==> src/kwsc_pkg.sv <==
// Package for the keyword substitution cipher.
// Holds the shared types, constants and helper functions; depends on nothing.
package kwsc_pkg;

	// Alphabet and keyword limits
	localparam int LETTERS     = 26;
	localparam int LET_W       = $clog2(LETTERS);
	localparam int KEY_MAX_LEN = 26;
	localparam int SEEN_W      = $clog2(KEY_MAX_LEN + 1);

	localparam logic [7:0] LOWER_A = 8'd97;
	localparam logic [7:0] LOWER_Z = 8'd122;
	localparam logic [7:0] UPPER_A = 8'd65;
	localparam logic [7:0] UPPER_Z = 8'd90;
	localparam logic [7:0] CASE_OFFSET = 8'd32;

	localparam logic [LET_W-1:0] LAST_LETTER = LET_W'(LETTERS - 1);
	localparam logic [LET_W-1:0] LETTERS_L   = LET_W'(LETTERS);

	// Input item kinds, carried in s_tuser
	typedef enum logic [1:0] {
		ACT_KEY  = 2'd0,
		ACT_ENC  = 2'd1,
		ACT_DEC  = 2'd2,
		ACT_NONE = 2'd3
	} act_t;

	// Keyword builder states
	typedef enum logic {
		KS_RUN  = 1'b0,
		KS_FILL = 1'b1
	} kst_t;

	// Write ports of both table memories
	typedef struct packed {
		logic             we;
		logic [LET_W-1:0] fwd_addr;
		logic [LET_W-1:0] fwd_data;
		logic [LET_W-1:0] inv_addr;
		logic [LET_W-1:0] inv_data;
	} ram_wr_t;

	// Lowercase A-Z only
	function automatic logic [7:0] to_lower(input logic [7:0] b);
		if (b >= UPPER_A && b <= UPPER_Z) begin
			return b + CASE_OFFSET;
		end
		return b;
	endfunction

	function automatic logic is_letter(input logic [7:0] b);
		return (b >= LOWER_A && b <= LOWER_Z);
	endfunction

	function automatic logic [LET_W-1:0] letter_of(input logic [7:0] b);
		logic [7:0] d;
		d = b - LOWER_A;
		return d[LET_W-1:0];
	endfunction

endpackage

==> src/kwsc_ram.sv <==
// Generic single-write, single-read synchronous RAM with registered read.
// Self-contained; used for the forward and inverse substitution tables.
module kwsc_ram #(
	parameter int WIDTH = 5,
	parameter int DEPTH = 26
) (
	input  logic                     clk,
	input  logic                     we,
	input  logic [$clog2(DEPTH)-1:0] waddr,
	input  logic [WIDTH-1:0]         wdata,
	input  logic                     re,
	input  logic [$clog2(DEPTH)-1:0] raddr,
	output logic [WIDTH-1:0]         rdata
);

	logic [WIDTH-1:0] mem_q [DEPTH];

	// Write port
	always_ff @(posedge clk) begin
		if (we) begin
			mem_q[waddr] <= wdata;
		end
	end

	// Registered read, held while no read is issued
	always_ff @(posedge clk) begin
		if (re) begin
			rdata <= mem_q[raddr];
		end
	end

endmodule

==> src/kwsc_key.sv <==
// Keyword builder: letter-used flags, fill and byte counters, and the fill walk.
// Drives the write ports of both table memories; uses kwsc_pkg.
module kwsc_key (
	input  logic                clk,
	input  logic                arst_n,
	input  logic                key_acc,
	input  logic [7:0]          key_byte,
	input  logic                key_last,
	output logic                busy,
	output logic                table_ready,
	output kwsc_pkg::ram_wr_t   wr
);

	kwsc_pkg::kst_t st_q, st_d;

	logic [kwsc_pkg::LETTERS-1:0]  used_q, used_base;
	logic [kwsc_pkg::LET_W-1:0]    fill_q, fill_base, walk_q;
	logic [kwsc_pkg::SEEN_W-1:0]   seen_q, seen_base;
	logic                          ready_q, in_prog_q;

	logic [7:0]                    lo;
	logic [kwsc_pkg::LET_W-1:0]    letter;
	logic                          counted, place_key, place_walk, walk_done;

	// Keyword byte decode, with the new-keyword clear applied first
	always_comb begin
		lo        = kwsc_pkg::to_lower(key_byte);
		letter    = kwsc_pkg::letter_of(lo);
		used_base = in_prog_q ? used_q : '0;
		fill_base = in_prog_q ? fill_q : '0;
		seen_base = in_prog_q ? seen_q : '0;
		counted   = (seen_base < kwsc_pkg::SEEN_W'(kwsc_pkg::KEY_MAX_LEN));
		place_key = key_acc && counted && kwsc_pkg::is_letter(lo) &&
			!used_base[letter] && (fill_base < kwsc_pkg::LETTERS_L);
	end

	// Fill walk step: place the walked letter if still unused
	always_comb begin
		place_walk = (st_q == kwsc_pkg::KS_FILL) && !used_q[walk_q] &&
			(fill_q < kwsc_pkg::LETTERS_L);
		walk_done  = (st_q == kwsc_pkg::KS_FILL) && (walk_q == kwsc_pkg::LAST_LETTER);
	end

	// Next state
	always_comb begin
		st_d = st_q;
		case (st_q)
			kwsc_pkg::KS_RUN: begin
				if (key_acc && key_last) begin
					st_d = kwsc_pkg::KS_FILL;
				end
			end
			kwsc_pkg::KS_FILL: begin
				if (walk_done) begin
					st_d = kwsc_pkg::KS_RUN;
				end
			end
			default: st_d = kwsc_pkg::KS_RUN;
		endcase
	end

	// Outputs: table writes
	always_comb begin
		wr = '0;
		case (st_q)
			kwsc_pkg::KS_RUN: begin
				wr.we       = place_key;
				wr.fwd_addr = fill_base;
				wr.fwd_data = letter;
				wr.inv_addr = letter;
				wr.inv_data = fill_base;
			end
			kwsc_pkg::KS_FILL: begin
				wr.we       = place_walk;
				wr.fwd_addr = fill_q;
				wr.fwd_data = walk_q;
				wr.inv_addr = walk_q;
				wr.inv_data = fill_q;
			end
			default: wr = '0;
		endcase
	end

	// Status, straight from registers
	assign busy        = (st_q == kwsc_pkg::KS_FILL);
	assign table_ready = ready_q;

	// State and counters
	always_ff @(posedge clk or negedge arst_n) begin
		if (!arst_n) begin
			st_q      <= kwsc_pkg::KS_RUN;
			used_q    <= '0;
			fill_q    <= '0;
			seen_q    <= '0;
			walk_q    <= '0;
			ready_q   <= 1'b0;
			in_prog_q <= 1'b0;
		end else begin
			st_q <= st_d;
			if (key_acc) begin
				in_prog_q <= 1'b1;
				ready_q   <= 1'b0;
				walk_q    <= '0;
				seen_q    <= counted ? seen_base + 1'b1 : seen_base;
				if (place_key) begin
					used_q         <= used_base | (kwsc_pkg::LETTERS'(1) << letter);
					fill_q         <= fill_base + 1'b1;
				end else begin
					used_q <= used_base;
					fill_q <= fill_base;
				end
			end else if (st_q == kwsc_pkg::KS_FILL) begin
				walk_q <= walk_q + 1'b1;
				if (place_walk) begin
					used_q[walk_q] <= 1'b1;
					fill_q         <= fill_q + 1'b1;
				end
				if (walk_done) begin
					ready_q   <= 1'b1;
					in_prog_q <= 1'b0;
				end
			end
		end
	end

endmodule

==> src/kwsc_text.sv <==
// Text path: table read stage and output register for encrypt and decrypt bytes.
// Reads both table memories at the letter index; uses kwsc_pkg.
module kwsc_text (
	input  logic                       clk,
	input  logic                       arst_n,
	input  logic                       txt_acc,
	input  logic                       txt_dec,
	input  logic [7:0]                 txt_byte,
	input  logic                       table_ready,
	input  logic [kwsc_pkg::LET_W-1:0] fwd_rdata,
	input  logic [kwsc_pkg::LET_W-1:0] inv_rdata,
	output logic                       rd_en,
	output logic [kwsc_pkg::LET_W-1:0] rd_addr,
	output logic                       space,
	output logic                       m_tvalid,
	input  logic                       m_tready,
	output logic [7:0]                 m_tdata,
	output logic [0:0]                 m_tuser
);

	logic                       v_s1, map_s1, inv_s1, nrdy_s1;
	logic [7:0]                 byte_s1;
	logic                       m_valid_q;
	logic [7:0]                 m_data_q;
	logic                       m_nrdy_q;

	logic [7:0]                 lo;
	logic                       let_in, out_free;
	logic [kwsc_pkg::LET_W-1:0] mapped, mapped_mod;
	logic [7:0]                 result;

	// Issue the table read on acceptance
	always_comb begin
		lo       = kwsc_pkg::to_lower(txt_byte);
		let_in   = kwsc_pkg::is_letter(lo);
		rd_en    = txt_acc;
		rd_addr  = let_in ? kwsc_pkg::letter_of(lo) : '0;
	end

	// Hold the read stage while the output register is full and not taken
	always_comb begin
		out_free = !m_valid_q || m_tready;
		space    = !v_s1 || out_free;
	end

	// Map the read letter back to a lowercase byte
	always_comb begin
		mapped     = inv_s1 ? inv_rdata : fwd_rdata;
		mapped_mod = (mapped >= kwsc_pkg::LETTERS_L) ? mapped - kwsc_pkg::LETTERS_L : mapped;
		result     = map_s1 ? kwsc_pkg::LOWER_A + 8'(mapped_mod) : byte_s1;
	end

	// Read stage valid and output valid
	always_ff @(posedge clk or negedge arst_n) begin
		if (!arst_n) begin
			v_s1      <= 1'b0;
			m_valid_q <= 1'b0;
		end else begin
			v_s1 <= txt_acc || (v_s1 && !out_free);
			if (out_free) begin
				m_valid_q <= v_s1;
			end
		end
	end

	// Read stage payload
	always_ff @(posedge clk) begin
		if (txt_acc) begin
			byte_s1 <= lo;
			map_s1  <= table_ready && let_in;
			inv_s1  <= txt_dec;
			nrdy_s1 <= !table_ready;
		end
	end

	// Output register payload
	always_ff @(posedge clk) begin
		if (out_free && v_s1) begin
			m_data_q <= result;
			m_nrdy_q <= nrdy_s1;
		end
	end

	assign m_tvalid   = m_valid_q;
	assign m_tdata    = m_data_q;
	assign m_tuser[0] = m_nrdy_q;

endmodule

==> src/keyword_substitution_cipher.sv <==
// Top level of the keyword substitution cipher.
// Instantiates kwsc_key, kwsc_text and two kwsc_ram tables; uses kwsc_pkg.
//
//  Channel | Dir | Signals                                  | Content
//  s_      | in  | tvalid tready tdata[7:0] tuser[1:0] tlast | data_byte, action, key_end
//  m_      | out | tvalid tready tdata[7:0] tuser[0:0]       | out_byte, not_ready
//
// Keyword and text bytes are taken one per cycle while s_tready is high; text
// results pass the table read stage, then the output register.
// A keyword byte with tlast starts a walk over the alphabet that writes the
// unused letters into the tables; s_tready is low during it.
// Reset clears only the control state. Before a full fill, text bytes pass
// unmapped with not_ready set. A stalled output holds the read stage and then s_tready.
module keyword_substitution_cipher (
	input  logic       clk,
	input  logic       arst_n,
	input  logic       s_tvalid,
	output logic       s_tready,
	input  logic [7:0] s_tdata,  // [7:0] data_byte
	input  logic [1:0] s_tuser,  // [1:0] action
	input  logic       s_tlast,  // key_end
	output logic       m_tvalid,
	input  logic       m_tready,
	output logic [7:0] m_tdata,  // [7:0] out_byte
	output logic [0:0] m_tuser   // [0] not_ready
);

	kwsc_pkg::act_t            act;
	kwsc_pkg::ram_wr_t         wr;
	logic                      acc, key_acc, txt_acc, busy, table_ready, space, rd_en;
	logic [kwsc_pkg::LET_W-1:0] rd_addr, fwd_rdata, inv_rdata;

	// Decode the transfer
	always_comb begin
		act      = kwsc_pkg::act_t'(s_tuser);
		s_tready = !busy && space;
		acc      = s_tvalid && s_tready;
		key_acc  = acc && (act == kwsc_pkg::ACT_KEY);
		txt_acc  = acc && (act == kwsc_pkg::ACT_ENC || act == kwsc_pkg::ACT_DEC);
	end

	kwsc_key u_key (
		.clk         (clk),
		.arst_n      (arst_n),
		.key_acc     (key_acc),
		.key_byte    (s_tdata),
		.key_last    (s_tlast),
		.busy        (busy),
		.table_ready (table_ready),
		.wr          (wr)
	);

	kwsc_ram #(
		.WIDTH (kwsc_pkg::LET_W),
		.DEPTH (kwsc_pkg::LETTERS)
	) u_fwd_ram (
		.clk   (clk),
		.we    (wr.we),
		.waddr (wr.fwd_addr),
		.wdata (wr.fwd_data),
		.re    (rd_en),
		.raddr (rd_addr),
		.rdata (fwd_rdata)
	);

	kwsc_ram #(
		.WIDTH (kwsc_pkg::LET_W),
		.DEPTH (kwsc_pkg::LETTERS)
	) u_inv_ram (
		.clk   (clk),
		.we    (wr.we),
		.waddr (wr.inv_addr),
		.wdata (wr.inv_data),
		.re    (rd_en),
		.raddr (rd_addr),
		.rdata (inv_rdata)
	);

	kwsc_text u_text (
		.clk         (clk),
		.arst_n      (arst_n),
		.txt_acc     (txt_acc),
		.txt_dec     (act == kwsc_pkg::ACT_DEC),
		.txt_byte    (s_tdata),
		.table_ready (table_ready),
		.fwd_rdata   (fwd_rdata),
		.inv_rdata   (inv_rdata),
		.rd_en       (rd_en),
		.rd_addr     (rd_addr),
		.space       (space),
		.m_tvalid    (m_tvalid),
		.m_tready    (m_tready),
		.m_tdata     (m_tdata),
		.m_tuser     (m_tuser)
	);

endmodule
==> config.mk <==
export PLATFORM = sky130hd
export DESIGN_NAME = keyword_substitution_cipher
export DESIGN_NICKNAME = d
export VERILOG_FILES = /design/src/kwsc_pkg.sv /design/src/kwsc_ram.sv /design/src/kwsc_key.sv /design/src/kwsc_text.sv /design/src/keyword_substitution_cipher.sv
export SDC_FILE = /design/constraint.sdc
export NUM_CORES = 1
export LEC_CHECK = 0
export ABC_AREA = 0
export BUFFER_PORTS_ARGS = -buffer_cell sky130_fd_sc_hd__buf_2
export CAP_MARGIN = 40
export CORE_MARGIN = 2
export CORE_UTILIZATION = 55
export CTS_CLUSTER_DIAMETER = 30
export DETAILED_ROUTE_END_ITERATION = 8
export PLACE_DENSITY = 0.68
export SLEW_MARGIN = 20
export SYNTH_ARGS = -nofsm -noshare
export SYNTH_HDL_FRONTEND = slang
export SYNTH_SLANG_ARGS = --single-unit
==> constraint.sdc <==
create_clock -name clk -period 3.5 [get_ports clk]
set_input_delay 0.175 -clock clk [delete_from_list [all_inputs] [get_ports clk]]
set_output_delay 0.175 -clock clk [all_outputs]
set_load 0.005 [all_outputs]
==> impl_results.md <==
- Clock Tree Root: clkbuf_16
- Share of cells above drive strength 1: 0.246
- Final Cell Area: around 18,000 um^2
- Post-synth cell types: 70
- Seq/Total Area, Yosys: 0.654
- # H-tree levels: 3
- Routed length per instance: 23.8 um
- Status: completed
- Routed wire length: around 38 mm
- Sw power: roughly 4.9 mW
- Sink Count: 336
- Synth Net Count: 1,104
- Final min period: 3.35 ns
- Core area: between 20,000 and 30,000 um^2
- RSZ-0062 raised after global routing: yes
- Synth area leaders: edfxtp_1 58%, dfrtp_1 7.6%, mux4_2 6.6%
- Clock skew: between 0.03 and 0.04 ns
- Initial antenna violation count: 0
- Post-synth EDFFs: 290
- Fill cell total of the finished layout: between 1,500 and 2,000
- P&R area growth vs syn: 21.8%
- DR vias/cell: 6.31
- Syn Inst Count: between 1,000 and 1,500
- Most used DFF post-synth: edfxtp_1
- YS warnings: 0
- # IOs: 26
- Startpoint types: input port
- Initial cell density of the core: 0.559
- Sequential power share: 0.374
- Clock buffer depth: 3
- Int Pwr: 10.5 mW
- CP arrival: 3.55 ns
- Hold Path Class: input port to flop
- TritonCTS clock tree: yes
- Power density over the cells: 838 nW/um^2
- Critical path type: input port to flop
- Asr flop ratio synth: 0.137
- Postcts setup bufs: 0
- Vias: 9,941
- Post-Syn Area per Cell: 14.1 um^2
- First-pass GRT wire length: 58.2 mm
- Worst-Skew Late Latency: 0.57 ns
- Final Hold Viols: 0
- Synthesized flop and latch total: 336
- VDD IR max: ~0.56 mV
- Clock power share: 0.407
- Combinational power share: 0.220
- Placer Congestion: 0.898
- Rel. slew slack: 0.416
- WP data required: between 3 and 4 ns
- Final setup vio count: 0
- Top cell type's share of synthesized area: 0.578
- Die Y: between 150 and 200 um
- Gr usage total: 0.271
- Placed Area: 15,900 um^2
- Antenna diode count: 0
- Leak: 6.51 nW
- Slew Viols, Final: 0
- Dpl ws: -0.0951 ns
- Final HPWL from detailed placement: 24.8 mm
- Nets: 1,214
- Clock buffer count from CTS: 68
- Pre-antenna DRT Iters: 5
- Vias in the first global route: 9,859
- Most area-hungry cell type in the Yosys netlist: edfxtp_1
- Die area: ~29,000 um^2
- DR iter-0 viols: between 1,000 and 1,500
- Port bufs: 25
- Layout Cells excl Fill: 1,575
- Detail Route Antenna Nets: 0
- F_max: 299 MHz
- Die W: approximately 170 um
- Sw frac: 0.316
- Critical Path End Type: flop
- Final worst-path cycle share: 0.956
- Crit path max fanout: 7
- Synth Cell Area: 15,100 um^2
- DRC Markers: 0
- Largest net degree at the start of global routing: 53
- Fin worst setup slack: between 0.15 and 0.2 ns
- Slew @ Worst Pin: 0.871 ns
- Final Util: 0.681
- Placed insts: 1,440
- Max Cap Viol: 0
- Hold slack: 0.0528 ns
- Global route overflow: 0
- Clk slew on worst S/H paths: 0.05 ns
- Num rows: 60
==> flip-flops by register name, indices dropped and copies added (netlist names) <==
name,cells
u_fwd_ram.mem_q,130
u_fwd_ram.rdata,5
u_inv_ram.mem_q,130
u_inv_ram.rdata,5
u_key.busy,1
u_key.fill_q,5
u_key.in_prog_q,1
u_key.seen_q,5
u_key.table_ready,1
u_key.used_q,26
u_key.walk_q,5
u_text.byte_s1,8
u_text.inv_s1,1
u_text.m_tdata,8
u_text.m_tuser,1
u_text.m_tvalid,1
u_text.map_s1,1
u_text.nrdy_s1,1
u_text.v_s1,1
==> cell usage in the layout, fill, tap and decap left out, drive strengths merged, types with 5 or more instances in the layout <==
cell type	Yosys	layout
a21oi	30	30
a32oi	7	7
ha	19	19
nand2	80	80
nor3	22	22
and2	11	11
nand2b	7	7
mux4	44	44
dlygate4sd3	0	10
buf	19	87
o2111a	8	8
or3	14	14
o22ai	20	20
clkinv	1	22
o211ai	24	24
clkinvlp	0	8
o32ai	9	9
and3	7	7
dfrtp	46	46
nor2	128	128
nand3	36	36
o21ai	24	24
clkbuf	38	75
edfxtp	290	290
nand4	5	5
xnor2	6	6
a221o	6	6
inv	23	39
a22oi	12	12
a211oi	12	12
a31oi	6	6
mux2i	41	41
xor2	7	7
mux2	15	15
nor2b	8	8
==> layout make-up <==
| type | instances | area (um^2) | area share |
|---|---|---|---|
| sequential | 336 | 9860 | 0.537 |
| clock inverter | 49 | 497 | 0.0271 |
| multi-input combinational | 653 | 4980 | 0.271 |
| inverter | 24 | 90.1 | 0.00491 |
| tap | 341 | 427 | 0.0232 |
| timing repair buffer | 97 | 733 | 0.0400 |
| clock buffer | 75 | 1770 | 0.0964 |
==> cells in the mapped netlist (8+ instances only) <==
cell type  count
ha_1          19
mux2i_1       41
a22oi_1       12
and2_1        11
nand3_1       30
a211oi_1      12
edfxtp_1     290
o2111a_1       8
buf_2          9
a21oi_1       30
nor3_1        20
clkbuf_1      38
inv_1         23
nor2_1       127
o21ai_0       22
o32ai_1        8
nand2_1       80
o22ai_1       20
o211ai_1      23
mux2_2        15
or3_1         14
dfrtp_1       46
mux4_2        44
nor2b_1        8
==> power by group through the flow <==
stage | Combinational, mW | Clock, mW | Sequential (mW)
finish | 3.38 | 6.25 | 5.75
global placement | 3.23 | 0 | 5.79
detailed placement | 3.29 | 0 | 5.80
CTS | 3.32 | 6.32 | 5.74
floorplan | 2.07 | 0 | 5.63
global route | 3.65 | 6.49 | 5.79
==> per-layer routing <==
| layer | share of wire | GRT usage |
|---|---|---|
| met1 | 0.42 | 0.385 |
| met2 | 0.46 | 0.415 |
| met3 | 0.083 | 0.0646 |
| met4 | 0.029 | 0.0922 |
| met5 | 0 | 0 |
==> final timing paths <==
check,slack [ns],to,cells past startpoint,start
max,0.15,u_fwd_ram.mem_q[15][3],10,s_tdata[3]
min,0.05,u_text.inv_s1,3,s_tuser[0]
max reg2reg,0.19,u_fwd_ram.mem_q[15][3],8,u_key.walk_q[0]
min reg2reg,0.43,u_text.m_tuser,0,u_text.nrdy_s1
max in group asynchronous,2.82,u_key.used_q[6],3,arst_n
min in group asynchronous,0.14,u_key.used_q[8],2,arst_n
==> cells by family (layout without fill, tap and decap cells) <==
kind of cell	Yosys count	in the layout	synth area share
xor gates and xnor gates	13	13	0.00805
and+or+nand+nor	332	332	0.103
AOI/OAI and AO/OA	189	189	0.0923
DFF	336	336	0.654
muxes	100	100	0.104
buffers and inverters	81	245	0.0222
adders and majority gates	19	19	0.0158
==> per-stage QoR <==
step	power (mW)	TNS (ns)
final	15.4	0
after global routing	15.9	-0.184
after CTS	15.4	0
after detailed placement	9.09	-6.71
after global placement	9.02	-1.99
after floorplan	7.70	-8.63
==> what timing repair did <==
item | 4_1_cts | 5_1_grt
hold buffers | 10 | 0
gates resized for setup | 0 | 8
setup endpoints to repair | 0 | 222
endpoints found under the hold margin | 55 | 0
==> critical path: stages <==
cell and delay, ns:
dlygate4sd3_1 0.54, buf_2 0.21, o211ai_2 0.13, a22o_1 0.28, a2111oi_4 0.57, nand3_2 0.18
o31ai_4 0.52, buf_4 0.22, nand3_1 0.25, nor2_1 0.46
Power figures use the tool's default switching activity.
